File: config.mk
export PLATFORM = sky130hd
export DESIGN_NAME = tjvt_ctrl
export DESIGN_NICKNAME = d
export VERILOG_FILES = /design/src/design/tjvt_pkg.sv /design/src/design/tjvt_ctrl.sv
export SDC_FILE = /design/constraint.sdc
export NUM_CORES = 1
export LEC_CHECK = 0
export BUFFER_PORTS_ARGS = -buffer_cell sky130_fd_sc_hd__buf_2
export CAP_MARGIN = 10
export CORE_MARGIN = 2
export CORE_UTILIZATION = 52
export CTS_CLUSTER_SIZE = 8
export DETAILED_ROUTE_END_ITERATION = 16
export PLACE_DENSITY = 0.78
export SKIP_CTS_REPAIR_TIMING = 1
export SYNTH_ARGS = -nofsm -noshare
export SYNTH_HDL_FRONTEND = slang
export SYNTH_SLANG_ARGS = --single-unit
File: constraint.sdc
create_clock -name clock -period 3.67 [get_ports clock]
set_input_delay 0.367 -clock clock [delete_from_list [all_inputs] [get_ports clock]]
set_output_delay 0.367 -clock clock [all_outputs]
set_load 0.05 [all_outputs]
File: src/design/tjvt_pkg.sv
// Shared constants, datapath operation codes and controller types for the
// tick jitter variance block. No dependencies.
package tjvt_pkg;

   localparam int WIN_DEPTH = 16;
   localparam int IDX_W     = $clog2(WIN_DEPTH);
   localparam int CNT_W     = $clog2(WIN_DEPTH + 1);
   localparam int DIV_CNT_W = 6;

   localparam logic [63:0] DIFF_LIMIT     = 64'h0000_0000_7FFF_FFFF;
   localparam logic [63:0] SCALE_LIMIT    = 64'h0000_0000_FFFF_FFFF;
   localparam logic [63:0] VAR_LIMIT      = 64'h0000_FFFF_FFFF_FFFF;
   localparam logic [63:0] Q_ONE          = 64'd65536;
   localparam logic [63:0] TRUST_NUM      = 64'h0000_0001_0000_0000;
   localparam logic [63:0] EXPECTED_RESET = 64'd10000000;
   localparam logic [16:0] TRUST_FULL     = 17'd65536;

   typedef enum logic [4:0] {
      OP_NONE, OP_LOAD, OP_VZERO, OP_SUM, OP_MEAN_GO, OP_MEAN_SET,
      OP_SQ_D, OP_SQ_M, OP_SQ_A, OP_VAR_GO, OP_VAR_SET, OP_ESQ_LO,
      OP_ESQ_HI, OP_ESQ_SET, OP_VQ_GO, OP_VQ_SET, OP_TRUST_GO,
      OP_TRUST_FULL, OP_TRUST_SET
   } op_type;

   typedef enum logic [4:0] {
      S_IDLE, S_CHECK, S_SUM, S_MEAN_GO, S_MEAN_WAIT, S_SQ_D, S_SQ_M,
      S_SQ_A, S_VAR_GO, S_VAR_WAIT, S_ESQ_LO, S_ESQ_HI, S_ESQ_SET,
      S_VQ_GO, S_VQ_WAIT, S_TRUST_GO, S_TRUST_WAIT, S_RESP
   } state_type;

   typedef struct packed {
      op_type op;
   } cmd_type;

   typedef struct packed {
      logic first;
      logic small_win;
      logic idx_last;
      logic div_done;
      logic esq_zero;
      logic denom_zero;
   } status_type;

endpackage

File: src/design/tjvt_ctrl.sv
// Sequencer for the tick jitter variance block: walks each tick through the
// window passes and the shared divider. Uses tjvt_pkg.
module tjvt_ctrl (
   input  logic                clock,
   input  logic                reset,
   input  logic                req_valid,
   output logic                req_ready,
   output logic                rsp_valid,
   input  logic                rsp_ready,
   input  tjvt_pkg::status_type st,
   output tjvt_pkg::cmd_type   cmd
);
   import tjvt_pkg::*;

   state_type state_ff, state_in;

   always_ff @(posedge clock) begin
      if (reset) begin
         state_ff <= S_IDLE;
      end else begin
         state_ff <= state_in;
      end
   end

   always_comb begin
      state_in  = state_ff;
      cmd.op    = OP_NONE;
      req_ready = 1'b0;
      rsp_valid = 1'b0;
      case (state_ff)
         S_IDLE: begin
            req_ready = 1'b1;
            if (req_valid) begin
               cmd.op   = OP_LOAD;
               state_in = st.first ? S_RESP : S_CHECK;
            end
         end
         S_CHECK: begin
            if (st.small_win) begin
               cmd.op   = OP_VZERO;
               state_in = S_TRUST_GO;
            end else begin
               state_in = S_SUM;
            end
         end
         S_SUM: begin
            cmd.op = OP_SUM;
            if (st.idx_last) state_in = S_MEAN_GO;
         end
         S_MEAN_GO: begin
            cmd.op   = OP_MEAN_GO;
            state_in = S_MEAN_WAIT;
         end
         S_MEAN_WAIT: begin
            if (st.div_done) begin
               cmd.op   = OP_MEAN_SET;
               state_in = S_SQ_D;
            end
         end
         S_SQ_D: begin
            cmd.op   = OP_SQ_D;
            state_in = S_SQ_M;
         end
         S_SQ_M: begin
            cmd.op   = OP_SQ_M;
            state_in = S_SQ_A;
         end
         S_SQ_A: begin
            cmd.op   = OP_SQ_A;
            state_in = st.idx_last ? S_VAR_GO : S_SQ_D;
         end
         S_VAR_GO: begin
            cmd.op   = OP_VAR_GO;
            state_in = S_VAR_WAIT;
         end
         S_VAR_WAIT: begin
            if (st.div_done) begin
               cmd.op   = OP_VAR_SET;
               state_in = S_ESQ_LO;
            end
         end
         S_ESQ_LO: begin
            cmd.op   = OP_ESQ_LO;
            state_in = S_ESQ_HI;
         end
         S_ESQ_HI: begin
            cmd.op   = OP_ESQ_HI;
            state_in = S_ESQ_SET;
         end
         S_ESQ_SET: begin
            cmd.op   = OP_ESQ_SET;
            state_in = S_VQ_GO;
         end
         S_VQ_GO: begin
            if (st.esq_zero) begin
               cmd.op   = OP_VZERO;
               state_in = S_TRUST_GO;
            end else begin
               cmd.op   = OP_VQ_GO;
               state_in = S_VQ_WAIT;
            end
         end
         S_VQ_WAIT: begin
            if (st.div_done) begin
               cmd.op   = OP_VQ_SET;
               state_in = S_TRUST_GO;
            end
         end
         S_TRUST_GO: begin
            if (st.denom_zero) begin
               cmd.op   = OP_TRUST_FULL;
               state_in = S_RESP;
            end else begin
               cmd.op   = OP_TRUST_GO;
               state_in = S_TRUST_WAIT;
            end
         end
         S_TRUST_WAIT: begin
            if (st.div_done) begin
               cmd.op   = OP_TRUST_SET;
               state_in = S_RESP;
            end
         end
         S_RESP: begin
            rsp_valid = 1'b1;
            if (rsp_ready) state_in = S_IDLE;
         end
         default: state_in = S_IDLE;
      endcase
   end

endmodule

==> results.py <==
metrics = {
    "cells_and_area": {
        "final_cell_mix": "buf_2 (16), nand2_1 (12), nor2_1 (10)",
        "regMostFlops": "state_ff",
        "area_delta_synth_final_pct": 10.29,
        "n_antenna_cell": 0,
        "fin_nets": 122,
        "layout-drive-gt1-share_pct": 20.72,
        "mostFrequentLayoutCell": "buf_2",
        "top_regs": "state_ff: 5 flops",
        "largest_register_ffs": 5,
        "fin_area_um2": 764.5,
    },
    "grt": {
        "grt_max_degree": 25,
        "grt_pass1_vias": 566,
        "antenna_found_initial": 0,
        "grt_pass1_wl_um": 2518,
        "grt-ovfl-total": 0,
        "grt_usage_pct": 22.87,
    },
    "drt": {
        "viasPerCell": 6.079,
        "drt_iter0_markers": 28,
        "route.detailed.drc": 0,
        "ant_nets": 0,
        "first_pass_iters": 4,
        "vias": 766,
        "routed_wirelength_um": 1652,
        "post_drt_wl_per_cell_um": 13.11,
    },
    "logic_synthesis": {
        "synth_seq_area_share_pct": 14.44,
        "synth-simple-area-share_pct": 36.28,
        "syn_avg_cell_area_um2": 6.796,
        "synthXorXnorAreaFrac_pct": 2.527,
        "async_flop_share_pct": 0,
        "synth_ff_type": "dfxtp_1",
        "syn_area_um2": 693.2,
        "postSynthCellCount": 102,
        "synth_fa_ha_area_share_pct": 0,
        "syn_nets": 112,
        "synthMuxAreaShare_pct": 1.444,
        "ys_ff_latch": 5,
        "yosysWarningCount": 0,
        "synth_top_family_by_area": "simple AND/OR/NAND/NOR gates",
        "synth_compound_area_share_pct": 35.20,
        "yosysUniqueCellTypes": 43,
        "synth_edf_count": 0,
    },
    "floorplan": {
        "start_util_pct": 54.64,
        "dieArea_mm2": 0.001641,
        "ios": 17,
        "core_mm2": 0.001269,
        "num_rows": 13,
        "die_h_um": 40.51,
        "die_w_um": 40.51,
    },
    "clock_network": {
        "cts_root_buf": "clkbuf_4",
        "cts_buffers": 3,
        "cts_sinks": 5,
        "h-tree-depth": 1,
        "cts_tree": "done",
        "clock_latency_ns": 0.23,
        "clkTransAtPathRegs_ns": 0.04,
        "cts_buffer_depth": 2,
    },
    "critical_path": {
        "r2r_start": "state_ff[0]",
        "worstSetupPathType": "flip-flop to output port",
        "rr_worst_depth": 5,
        "cp-start-kind": "flip-flop",
        "cp.arrival_ns": 2.12,
        "crit_start": "state_ff[0]",
        "critPathRequiredTime_ns": 3.30,
        "end_kind": "output port",
        "critical_path_peak_fanout": 24,
    },
    "sta": {
        "hold_violations": 0,
        "fmax_mhz": 401.6,
        "tns_ns": 0,
        "holdWs_ns": 0.3658,
        "slew_violations": 0,
        "tightest_slew_ns": 0.7678,
        "fin_crit_ns": 2.490,
        "setup_viol": 0,
        "slew_headroom_pct": 48.74,
        "fin_crit_sh_pct": 67.85,
        "fin_skew_ns": 0.0004236,
        "grt_setup_unrepaired": "false",
    },
    "place": {
        "io_buffers": 16,
        "dpl.hpwl_um": 1203,
        "globalplace.congestion": 0.8278,
        "placed_area_um2": 738.2,
    },
    "power": {
        "p_total_mw": 0.7651,
        "power_density_mw_per_mm2": 1001,
        "p_leak_nw": 0.3109,
        "vdd_drop_max_mv": 0.6720,
    },
    "hold_path": {
        "min_path_type": "input port to flip-flop",
        "min_from": "reset",
        "holdPathStages": 2,
    },
    "run": {
        "drv_cap": 0,
    },
    "outcome": {
        "outcome": "finished, final reports clean",
    },
}
-- synthesized netlist by cell type, drive strengths merged (2+ instances only) --
cell,number,area [µm²]
o21bai,2,15.01
nand2,12,45.04
or3b,2,17.52
o21ai,6,30.02
a2111oi,2,36.29
or3,3,23.77
a311oi,2,17.52
nor4b,2,17.52
inv,4,15.01
and3,2,12.51
nor2,11,43.80
clkbuf,4,15.01
a22oi,3,22.52
nor2b,3,18.77
a21oi,7,35.03
buf,7,40.03
nand3,5,25.02
dfxtp,5,100.1
a211oi,2,15.01
-- layout make-up --
type | count | area, µm²
multi-input cells | 82 | 524.3
repair buffers | 16 | 80.08
clock buffers | 4 | 26.28
well taps | 15 | 18.77
flip-flops and latches | 5 | 100.1
inverters | 4 | 15.01
fillers | 134 | 504.2
-- critical path: stages (launching register included) --
cell	delay (ns)
dfxtp_1	0.55
nor4_1	0.71
and2_1	0.24
a221o_1	0.14
buf_2	0.25
-- power breakdown --
part / switching (mW) / leakage (nW) / internal [mW] / total (mW)
sequential: 0.119 / 0.0411 / 0.0773 / 0.197
clock: 0.0197 / 0.0150 / 0.0409 / 0.0607
combinational: 0.320 / 0.255 / 0.188 / 0.508
-- final timing paths --
path,endpoint,slack (ns)
max,cmd[0],1.18
min,state_ff[4],0.37
min reg2reg,state_ff[2],0.78
max reg2reg,state_ff[1],1.46
-- through the flow --
| step | worst slack, ns | cells | utilization (%) |
|---|---|---|---|
| after CTS | 1.204 | 126 | 60.26 |
| after global placement | 1.473 | 122 | 58.19 |
| final | 1.180 | 126 | 60.26 |
| after floorplan | 0.5518 | 102 | - |
| after detailed placement | 1.460 | 122 | 58.19 |
| after global routing | 1.002 | 126 | 60.26 |
-- routing by layer --
metal	vias up	share of wire (%)	track usage [%]
li1	398	-	-
met1	348	49	32.01
met2	20	48	34.13
met3	0	3.3	8.889
met4	0	0	1.667
met5	-	0	0
-- cells by family after synthesis --
group,Yosys count
buf+inv,15
xor+xnor,2
simple gates,47
compound gates,32
mux,1
flops,5
Note: power is estimated with default switching activity, not from simulation.
